`src/hw/rtl/hashed_name_flag_store_assert.svh`:
```
// ----------------------------------------------------------------------------
// Assertion macros for the hashed name flag store
// Implication checks on clk, disabled while rst_n is low. Define ASSERT_OFF
// to compile them away.
// ----------------------------------------------------------------------------
`ifndef HASHED_NAME_FLAG_STORE_ASSERT_SVH
`define HASHED_NAME_FLAG_STORE_ASSERT_SVH
`ifndef ASSERT_OFF
`define HNFS_ASSERT_IMP(lbl, ante, cons) \
  lbl: assert property (@(posedge clk) disable iff (!rst_n) (ante) |-> (cons)) \
    else $error("hnfs: same-cycle check failed");
`define HNFS_ASSERT_NXT(lbl, ante, cons) \
  lbl: assert property (@(posedge clk) disable iff (!rst_n) (ante) |=> (cons)) \
    else $error("hnfs: next-cycle check failed");
`else
`define HNFS_ASSERT_IMP(lbl, ante, cons)
`define HNFS_ASSERT_NXT(lbl, ante, cons)
`endif
`endif

```
`src/hw/rtl/hnfs_pkg.sv`:
```
// ----------------------------------------------------------------------------
// hnfs_pkg
// Shared types and constants of the hashed name flag store.
// ----------------------------------------------------------------------------
package hnfs_pkg;

  localparam int unsigned NAME_W    = 8;
  localparam int unsigned HASH_W    = 32;
  localparam int unsigned OUT_IDX_W = 10;
  localparam int unsigned ROW_SEL_W = 4;
  localparam int unsigned ROW_BITS  = 16;

  localparam logic [HASH_W-1:0] HASH_BASIS    = 32'h811C_9DC5;
  localparam logic [HASH_W-1:0] HASH_PRIME    = 32'h0100_0193;
  // prime squared, modulo 2^32
  localparam logic [HASH_W-1:0] HASH_PRIME_SQ = 32'h2602_7A69;

  localparam logic ACT_BYTE   = 1'b0;
  localparam logic ACT_CLEAR  = 1'b1;
  localparam logic PART_GROUP = 1'b0;
  localparam logic PART_KEY   = 1'b1;

  typedef enum logic [1:0] {
    KIND_CLEAR,
    KIND_INVALID,
    KIND_ACCESS
  } kind_t;

  typedef struct packed {
    logic  valid;
    kind_t kind;
    logic  wen;
    logic  wval;
  } hnfs_ctl_t;

  typedef struct packed {
    logic                 access_valid;
    logic                 flag_before;
    logic                 flag_after;
    logic [OUT_IDX_W-1:0] bit_index;
  } hnfs_res_t;

endpackage

```
`src/hw/rtl/hnfs_hash.sv`:
```
// ----------------------------------------------------------------------------
// hnfs_hash
// FNV-1a name hashing, one beat per cycle while adv is high. The hash is kept before its last
// multiply, so the group/key boundary costs one multiply by the squared prime.
// ----------------------------------------------------------------------------
module hnfs_hash (
  input  logic                        clk,
  input  logic                        rst_n,
  input  logic                        adv,
  input  logic                        beat_vld,
  input  logic                        action,
  input  logic                        name_part,
  input  logic [hnfs_pkg::NAME_W-1:0] name_byte,
  input  logic                        last_byte,
  input  logic                        write_enable,
  input  logic                        write_value,
  output hnfs_pkg::hnfs_ctl_t         b_ctl,
  output logic [hnfs_pkg::HASH_W-1:0] b_pre
);
  import hnfs_pkg::*;

  logic [HASH_W-1:0] x_r, x_nxt;
  logic              pend_r, pend_nxt;
  logic              group_r, group_nxt;
  logic              key_r, key_nxt;
  hnfs_ctl_t         ctl_r, ctl_nxt;
  logic [HASH_W-1:0] pre_r, pre_nxt;
  logic [HASH_W-1:0] m1, m2, h_cur, h_bnd, byte_ext;

  assign m1 = x_r * HASH_PRIME;
  assign m2 = x_r * HASH_PRIME_SQ;

  always_comb begin
    h_cur     = pend_r ? m1 : x_r;
    h_bnd     = pend_r ? m2 : m1;
    byte_ext  = HASH_W'(name_byte);
    x_nxt     = x_r;
    pend_nxt  = pend_r;
    group_nxt = group_r;
    key_nxt   = key_r;
    ctl_nxt   = '0;
    pre_nxt   = x_r;
    if (action == ACT_CLEAR) begin
      x_nxt        = HASH_BASIS;
      pend_nxt     = 1'b0;
      group_nxt    = 1'b0;
      key_nxt      = 1'b0;
      ctl_nxt.valid = 1'b1;
      ctl_nxt.kind  = KIND_CLEAR;
    end else begin
      if (name_part == PART_GROUP) begin
        if (!key_r) begin
          x_nxt     = h_cur ^ byte_ext;
          pend_nxt  = 1'b1;
          group_nxt = 1'b1;
        end
      end else begin
        x_nxt    = (key_r ? h_cur : h_bnd) ^ byte_ext;
        pend_nxt = 1'b1;
        key_nxt  = 1'b1;
      end
      pre_nxt = x_nxt;
      if (last_byte) begin
        ctl_nxt.valid = 1'b1;
        ctl_nxt.kind  = (group_nxt && key_nxt) ? KIND_ACCESS : KIND_INVALID;
        ctl_nxt.wen   = write_enable;
        ctl_nxt.wval  = write_value;
        x_nxt         = HASH_BASIS;
        pend_nxt      = 1'b0;
        group_nxt     = 1'b0;
        key_nxt       = 1'b0;
      end
    end
  end

  always_ff @(posedge clk) begin
    if (!rst_n) begin
      x_r     <= HASH_BASIS;
      pend_r  <= 1'b0;
      group_r <= 1'b0;
      key_r   <= 1'b0;
      ctl_r   <= '0;
    end else if (adv) begin
      if (beat_vld) begin
        x_r     <= x_nxt;
        pend_r  <= pend_nxt;
        group_r <= group_nxt;
        key_r   <= key_nxt;
      end
      ctl_r <= beat_vld ? ctl_nxt : '0;
    end
  end

  always_ff @(posedge clk) begin
    if (adv) begin
      pre_r <= pre_nxt;
    end
  end

  assign b_ctl = ctl_r;
  assign b_pre = pre_r;

endmodule

```
`src/hw/rtl/hnfs_mod.sv`:
```
// ----------------------------------------------------------------------------
// hnfs_mod
// Final hash multiply and reduction modulo FLAG_BITS by reciprocal multiply
// with one correction step, over three register stages.
// ----------------------------------------------------------------------------
module hnfs_mod #(
  parameter int unsigned FLAG_BITS = 616,
  localparam int unsigned IDX_W = $clog2(FLAG_BITS)
) (
  input  logic                        clk,
  input  logic                        rst_n,
  input  logic                        adv,
  input  hnfs_pkg::hnfs_ctl_t         b_ctl,
  input  logic [hnfs_pkg::HASH_W-1:0] b_pre,
  output hnfs_pkg::hnfs_ctl_t         e_ctl,
  output logic [IDX_W-1:0]            e_idx
);
  import hnfs_pkg::*;

  localparam logic [63:0]       RECIP_WIDE = 64'h1_0000_0000 / 64'(FLAG_BITS);
  localparam logic [HASH_W-1:0] RECIP      = RECIP_WIDE[HASH_W-1:0];
  localparam logic [HASH_W-1:0] DIVISOR    = HASH_W'(FLAG_BITS);

  hnfs_ctl_t         c_ctl_r, d_ctl_r, e_ctl_r;
  logic [HASH_W-1:0] c_hash_r, c_hash_nxt;
  logic [HASH_W-1:0] d_hash_r, d_quot_r, d_quot_nxt;
  logic [IDX_W-1:0]  e_idx_r, e_idx_nxt;
  logic [63:0]       prod;
  logic [HASH_W-1:0] rem_est, rem;

  assign c_hash_nxt = b_pre * HASH_PRIME;
  assign prod       = 64'(c_hash_r) * 64'(RECIP);
  assign d_quot_nxt = prod[63:HASH_W];

  always_comb begin
    rem_est   = d_hash_r - d_quot_r * DIVISOR;
    rem       = (rem_est >= DIVISOR) ? rem_est - DIVISOR : rem_est;
    e_idx_nxt = IDX_W'(rem);
  end

  always_ff @(posedge clk) begin
    if (!rst_n) begin
      c_ctl_r <= '0;
      d_ctl_r <= '0;
      e_ctl_r <= '0;
    end else if (adv) begin
      c_ctl_r <= b_ctl;
      d_ctl_r <= c_ctl_r;
      e_ctl_r <= d_ctl_r;
    end
  end

  always_ff @(posedge clk) begin
    if (adv) begin
      c_hash_r <= c_hash_nxt;
      d_hash_r <= c_hash_r;
      d_quot_r <= d_quot_nxt;
      e_idx_r  <= e_idx_nxt;
    end
  end

  assign e_ctl = e_ctl_r;
  assign e_idx = e_idx_r;

endmodule

```
`src/hw/rtl/hnfs_bitmap.sv`:
```
// ----------------------------------------------------------------------------
// hnfs_bitmap
// Flag bitmap in a RAM of 16-bit rows with a valid flop per row. Read the
// row, modify one bit, write it back; forward the last written row.
// ----------------------------------------------------------------------------
module hnfs_bitmap #(
  parameter int unsigned FLAG_BITS = 616,
  localparam int unsigned IDX_W = $clog2(FLAG_BITS)
) (
  input  logic                clk,
  input  logic                rst_n,
  input  logic                adv,
  input  hnfs_pkg::hnfs_ctl_t e_ctl,
  input  logic [IDX_W-1:0]    e_idx,
  output logic                f_vld,
  output hnfs_pkg::hnfs_res_t f_res
);
  import hnfs_pkg::*;

  localparam int unsigned ROWS  = (FLAG_BITS + ROW_BITS - 1) / ROW_BITS;
  localparam int unsigned ROW_W = (ROWS > 1) ? $clog2(ROWS) : 1;
  localparam int unsigned EXT_W = IDX_W + OUT_IDX_W;

  logic [ROW_BITS-1:0]  mem [ROWS];
  logic [ROWS-1:0]      row_vld_r;
  hnfs_ctl_t            f_ctl_r;
  logic [IDX_W-1:0]     f_idx_r;
  logic [ROW_BITS-1:0]  f_rdata_r;
  logic                 fwd_vld_r;
  logic [ROW_W-1:0]     fwd_row_r;
  logic [ROW_BITS-1:0]  fwd_data_r;
  logic [EXT_W-1:0]     e_ext, f_ext;
  logic [ROW_W-1:0]     e_row, f_row;
  logic [ROW_SEL_W-1:0] bit_sel;
  logic [ROW_BITS-1:0]  row_cur, row_new;
  logic                 is_access, wr_en, prior, after;

  always_comb begin
    e_ext     = EXT_W'(e_idx);
    f_ext     = EXT_W'(f_idx_r);
    e_row     = ROW_W'(e_ext >> ROW_SEL_W);
    f_row     = ROW_W'(f_ext >> ROW_SEL_W);
    bit_sel   = f_ext[ROW_SEL_W-1:0];
    is_access = f_ctl_r.valid && (f_ctl_r.kind == KIND_ACCESS);
    wr_en     = adv && is_access;
    if (fwd_vld_r && (fwd_row_r == f_row)) begin
      row_cur = fwd_data_r;
    end else if (row_vld_r[f_row]) begin
      row_cur = f_rdata_r;
    end else begin
      row_cur = '0;
    end
    prior            = row_cur[bit_sel];
    after            = f_ctl_r.wen ? f_ctl_r.wval : prior;
    row_new          = row_cur;
    row_new[bit_sel] = after;
  end

  always_comb begin
    f_vld = f_ctl_r.valid;
    f_res = '0;
    case (f_ctl_r.kind)
      KIND_ACCESS: begin
        f_res.access_valid = 1'b1;
        f_res.flag_before  = prior;
        f_res.flag_after   = after;
        f_res.bit_index    = f_ext[OUT_IDX_W-1:0];
      end
      default: begin
        f_res = '0;
      end
    endcase
  end

  always_ff @(posedge clk) begin
    if (wr_en) begin
      mem[f_row] <= row_new;
    end
  end

  always_ff @(posedge clk) begin
    if (adv) begin
      f_rdata_r  <= mem[e_row];
      f_idx_r    <= e_idx;
      fwd_row_r  <= f_row;
      fwd_data_r <= row_new;
    end
  end

  always_ff @(posedge clk) begin
    if (!rst_n) begin
      row_vld_r <= '0;
      f_ctl_r   <= '0;
      fwd_vld_r <= 1'b0;
    end else if (adv) begin
      f_ctl_r   <= e_ctl;
      fwd_vld_r <= is_access;
      if (f_ctl_r.valid && (f_ctl_r.kind == KIND_CLEAR)) begin
        row_vld_r <= '0;
      end else if (is_access) begin
        row_vld_r[f_row] <= 1'b1;
      end
    end
  end

endmodule

```
`src/hw/rtl/hashed_name_flag_store.sv`:
```
// ----------------------------------------------------------------------------
// hashed_name_flag_store
// Bit flags addressed by the FNV-1a hash of a group name and a key name.
// ----------------------------------------------------------------------------
// Stream name bytes in, one beat each, group bytes first, then key bytes;
// the beat with last_byte set reads the flag at hash mod FLAG_BITS and
// optionally writes it, and returns one result beat. A clear beat wipes all
// flags, drops any name in progress, and returns an all-zero result; an
// access with an empty group or key returns all zeros and changes nothing.
// One beat is taken every cycle while in_stall is low. That rate rests on
// the hash recurrence needing only one constant multiply per byte; the
// reduction modulo FLAG_BITS and the bitmap read-modify-write run in the
// stages behind it. Flags live in a RAM of 16-bit rows with one valid flop
// per row, so clear takes effect at once and no clearing pass follows reset.
// ----------------------------------------------------------------------------
`include "hashed_name_flag_store_assert.svh"

module hashed_name_flag_store #(
  parameter int unsigned FLAG_BITS = 616
) (
  input  logic                           clk,
  input  logic                           rst_n,
  input  logic                           in_valid,
  output logic                           in_stall,
  input  logic                           in_action,
  input  logic                           in_name_part,
  input  logic [hnfs_pkg::NAME_W-1:0]    in_name_byte,
  input  logic                           in_last_byte,
  input  logic                           in_write_enable,
  input  logic                           in_write_value,
  output logic                           out_valid,
  input  logic                           out_stall,
  output logic                           out_access_valid,
  output logic                           out_flag_before,
  output logic                           out_flag_after,
  output logic [hnfs_pkg::OUT_IDX_W-1:0] out_bit_index
);
  import hnfs_pkg::*;

  localparam int unsigned IDX_W = $clog2(FLAG_BITS);

  logic              adv;
  logic              a_vld_r;
  logic              a_action_r, a_part_r, a_last_r, a_wen_r, a_wval_r;
  logic [NAME_W-1:0] a_byte_r;
  hnfs_ctl_t         b_ctl, e_ctl;
  logic [HASH_W-1:0] b_pre;
  logic [IDX_W-1:0]  e_idx;
  logic              f_vld;
  hnfs_res_t         f_res;
  logic              out_valid_r;
  hnfs_res_t         out_res_r;

  // advance the whole pipeline unless a result is held at the output
  assign adv      = !out_valid_r || !out_stall;
  assign in_stall = !adv;

  always_ff @(posedge clk) begin
    if (!rst_n) begin
      a_vld_r     <= 1'b0;
      out_valid_r <= 1'b0;
    end else if (adv) begin
      a_vld_r     <= in_valid;
      out_valid_r <= f_vld;
    end
  end

  always_ff @(posedge clk) begin
    if (adv) begin
      a_action_r <= in_action;
      a_part_r   <= in_name_part;
      a_byte_r   <= in_name_byte;
      a_last_r   <= in_last_byte;
      a_wen_r    <= in_write_enable;
      a_wval_r   <= in_write_value;
      out_res_r  <= f_res;
    end
  end

  hnfs_hash u_hash (
    .clk          (clk),
    .rst_n        (rst_n),
    .adv          (adv),
    .beat_vld     (a_vld_r),
    .action       (a_action_r),
    .name_part    (a_part_r),
    .name_byte    (a_byte_r),
    .last_byte    (a_last_r),
    .write_enable (a_wen_r),
    .write_value  (a_wval_r),
    .b_ctl        (b_ctl),
    .b_pre        (b_pre)
  );

  hnfs_mod #(
    .FLAG_BITS (FLAG_BITS)
  ) u_mod (
    .clk   (clk),
    .rst_n (rst_n),
    .adv   (adv),
    .b_ctl (b_ctl),
    .b_pre (b_pre),
    .e_ctl (e_ctl),
    .e_idx (e_idx)
  );

  hnfs_bitmap #(
    .FLAG_BITS (FLAG_BITS)
  ) u_bitmap (
    .clk   (clk),
    .rst_n (rst_n),
    .adv   (adv),
    .e_ctl (e_ctl),
    .e_idx (e_idx),
    .f_vld (f_vld),
    .f_res (f_res)
  );

  assign out_valid        = out_valid_r;
  assign out_access_valid = out_res_r.access_valid;
  assign out_flag_before  = out_res_r.flag_before;
  assign out_flag_after   = out_res_r.flag_after;
  assign out_bit_index    = out_res_r.bit_index;

  `HNFS_ASSERT_IMP(a_idx_in_range, e_ctl.valid && (e_ctl.kind == KIND_ACCESS), 32'(e_idx) < FLAG_BITS)
  `HNFS_ASSERT_IMP(a_inval_zero, out_valid_r && !out_res_r.access_valid, !out_res_r.flag_before && !out_res_r.flag_after && (out_res_r.bit_index == '0))
  `HNFS_ASSERT_NXT(a_pipe_hold, !adv, $stable(e_idx) && $stable(e_ctl))

endmodule

```
`config.mk`:
```
export PLATFORM = sky130hd
export DESIGN_NAME = hashed_name_flag_store
export DESIGN_NICKNAME = d
export VERILOG_FILES = /design/src/hw/rtl/hnfs_pkg.sv /design/src/hw/rtl/hnfs_hash.sv /design/src/hw/rtl/hnfs_mod.sv /design/src/hw/rtl/hnfs_bitmap.sv /design/src/hw/rtl/hashed_name_flag_store.sv
export VERILOG_INCLUDE_DIRS = /design/src /design/src/hw/rtl
export SDC_FILE = /design/constraint.sdc
export NUM_CORES = 2
export LEC_CHECK = 0
export BUFFER_PORTS_ARGS = -buffer_cell sky130_fd_sc_hd__clkbuf_2
export CAP_MARGIN = 25
export CORE_MARGIN = 8
export CORE_UTILIZATION = 66
export DETAILED_ROUTE_END_ITERATION = 10
export MAX_ROUTING_LAYER = met4
export PLACE_DENSITY = 0.81
export SLEW_MARGIN = 20
export SYNTH_ARGS = -nofsm -noshare
export SYNTH_HDL_FRONTEND = slang
export SYNTH_HIERARCHICAL = 1
export SYNTH_SLANG_ARGS = --single-unit
```
`constraint.sdc`:
```
create_clock -name clk -period 10.9 [get_ports clk]
set_input_delay 1.635 -clock clk [delete_from_list [all_inputs] [get_ports clk]]
set_output_delay 1.635 -clock clk [all_outputs]
set_load 0.02 [all_outputs]
```
==> metrics.yaml <==
final_layout:
  area_growth_syn_to_layout_pct: 7.594
  fillers: 7356
  multiInputGateArea_sq_um: 41360
  layout.area.seq_sq_um: 26880
  drive_above_1_share_pct: 8.596
  layout_commonest_cell: "inv_1"
  fin_nets: 7811
  layout_common_cells: "inv_1, ha_1, edfxtp_1, fa_1, nor2_1"
synth:
  synth_area_leaders: "edfxtp_1, fa_1, ha_1, inv_1, mux4_2"
  yosysTopAreaCell: "edfxtp_1"
  synth_area_per_cell_sq_um: 12.23
  synth_cells: 6045
  synth_edf_count: 827
  ys_seq_area_share_pct: 36.36
  synthesis.area_sq_um: 73930
  yosys.cell_types.count: 101
  synth_seq_cells: 929
  synth_flop_cell: "edfxtp_1"
  async_flop_share_pct: 0
  ys_warn_count: 6
  synth_top_area_share_pct: 33.59
  syn_nets: 7719
grt:
  track_usage_pct: 31.59
  first_global_vias: 49913
  grt_pass1_wl_um: 288900
  antenna_found_initial: 1
  gr-total-overflow: 0
  grt_max_degree: 106
floorplan:
  chipWidth_um: 350.7
  dieHeight_um: 350.7
  num_rows: 122
  core_area_sq_um: 110800
  initial_core_util_pct: 66.71
  pin_count: 32
  die_area_sq_um: 123000
sta:
  fin_worst_skew_ns: 0.04155
  slew_violations: 0
  setup_tns_ns: 0
  rsz0062_at_grt: "no"
  period_share_pct: 71.00
  hold_viol_final: 0
  setup_viol: 0
  max_freq_mhz: 129.2
  finalCriticalPeriod_ns: 7.739
  worst_pin_slew_ns: 1.059
  slew_headroom_pct: 29.37
route:
  totalWireLength_um: 185300
  drt_iter0_markers: 4606
  dr.pass1.iters: 8
  postRouteAntennaNets: 0
  route.vias.total: 47199
  remaining_drc_errors: 0
  route.detailed.wl_per_inst_um: 24.07
  via_per_inst: 6.129
clock_tree:
  postCtsSetupRepairBufs: 0
  cts_root_buf: "clkbuf_16"
  clk_latency_ns: 0.68
  clk_pin_slew_ns: 0.06
  cts_sinks: 929
  ctsResizeCount: 0
  cts_tree: "done"
  cts_buffers: 96
  cts_hold_buf: 0
  max-clock-path-buffers: 3
  htree_levels: 3
placement:
  dp_hpwl_um: 134600
  routabilityCongestion: 0.9597
  portBuffers: 31
critical_path:
  crit_type: "flip-flop to flip-flop"
  end_kind: "flip-flop"
  critical_path_peak_fanout: 11
  worstPathArrival_ns: 8.14
  r2r_cells: 25
  startpoint_type: "flip-flop"
  required_ns: 11.30
min_path:
  min_path_type: "flip-flop to flip-flop"
  whs_path_depth: 0
flow_run:
  maxCapViolations: 0
status:
  outcome: "finished, final reports clean"
-- path summary, 6_finish.rpt --
path         slack, ns             endpoint                from
max               3.16   u_mod/d_quot_r[22]  u_mod/c_hash_r[10]
min               0.43  u_bitmap/f_idx_r[3]      u_mod/e_idx[3]
min reg2reg       0.43  u_bitmap/f_idx_r[3]      u_mod/e_idx[3]
max reg2reg       3.16   u_mod/d_quot_r[22]  u_mod/c_hash_r[10]
-- critical path, stage by stage, from the launching register on --
cell,delay [ns]
edfxtp_1,0.69
ha_1,0.47
inv_1,0.07
fa_1,0.50
inv_1,0.05
fa_1,0.47
inv_1,0.06
fa_1,0.48
fa_1,0.54
inv_1,0.05
fa_1,0.48
inv_1,0.05
fa_1,0.47
inv_1,0.04
ha_1,0.30
nand4_1,0.13
a211oi_1,0.26
a21oi_1,0.10
a21oi_1,0.50
a21oi_1,0.23
a21oi_1,0.33
a31oi_1,0.22
o311ai_0,0.48
a31o_2,0.24
a21oi_1,0.07
xor2_1,0.14
-- stage by stage --
| stage | utilization [%] | setup WS, ns | hold slack, ns | instances | instance area, sq um |
|---|---|---|---|---|---|
| 6_report | 71.77 | 3.161 | 0.4296 | 7701 | 79540 |
| 5_1_grt | 71.77 | 2.805 | 0.4436 | 7700 | 79540 |
| 4_1_cts | 71.73 | 3.241 | 0.4327 | 7698 | 79490 |
| 3_5_place_dp | 68.66 | 3.290 | 0.4045 | 7525 | 76090 |
| 3_3_place_gp | 68.66 | 3.377 | 0.4035 | 7524 | 76090 |
| 2_1_floorplan | - | 2.543 | 0.4003 | 6045 | 73930 |
-- area by class of cell --
class | count | area share, %
well taps | 1488 | 2.341
inverters | 1374 | 6.494
clock buffers | 113 | 3.165
multi-input cells | 3613 | 52.00
flip-flops and latches | 929 | 33.79
repair buffers | 123 | 1.098
diodes | 1 | 0.003146
clock inverters | 60 | 1.106
-- logic make-up (layout without fill, tap and decap cells) --
logic type                 Yosys count  count (layout)  synth area share (%)
xor gates and xnor gates           202             202                 2.393
adders and majority gates         1657            1657                 35.01
buffers and inverters             1503            1670                 7.801
muxes                              276             276                 6.850
AOI/OAI and AO/OA                  744             744                 6.902
and+or+nand+nor                    734             734                 4.688
DFF                                929             929                 36.36
other                                0               1                     0
-- registers in the layout, indices dropped and copies added, names as in the netlist, 4 cells and up --
name	cells
a_byte_r	8
out_bit_index	10
u_bitmap/f_ctl_r	4
u_bitmap/f_idx_r	10
u_bitmap/f_rdata_r	16
u_bitmap/fwd_data_r	16
u_bitmap/fwd_row_r	6
u_bitmap/mem	624
u_bitmap/row_vld_r	39
u_hash/b_ctl	5
u_hash/b_pre	32
u_hash/x_r	32
u_mod/c_ctl_r	5
u_mod/c_hash_r	32
u_mod/d_ctl_r	5
u_mod/d_hash_r	32
u_mod/d_quot_r	23
u_mod/e_ctl	5
u_mod/e_idx	10
-- synth_stat cells, drive strengths merged, types with 38 or more instances --
master / instances
o21ai: 135
clkbuf: 74
xnor2: 135
nor3: 38
mux4: 182
o211ai: 62
dfxtp: 102
a21o: 60
fa: 686
a21oi: 195
edfxtp: 827
ha: 971
inv: 1373
nor2b: 55
xor2: 67
nor2: 229
mux2i: 78
buf: 55
nand3: 45
nand2: 212
-- per-layer routing --
metal | share of wire, % | vias up | GRT usage [%]
met3 | 8.0 | 561 | 4.440
met4 | 4.9 | 0 | 13.13
met1 | 39 | 23613 | 40.22
met5 | 0 | - | -
li1 | - | 20832 | -
met2 | 48 | 2193 | 51.34
Power is not shown: default switching activity piles up to over one toggle a cycle in this logic, so the estimate is an artifact.
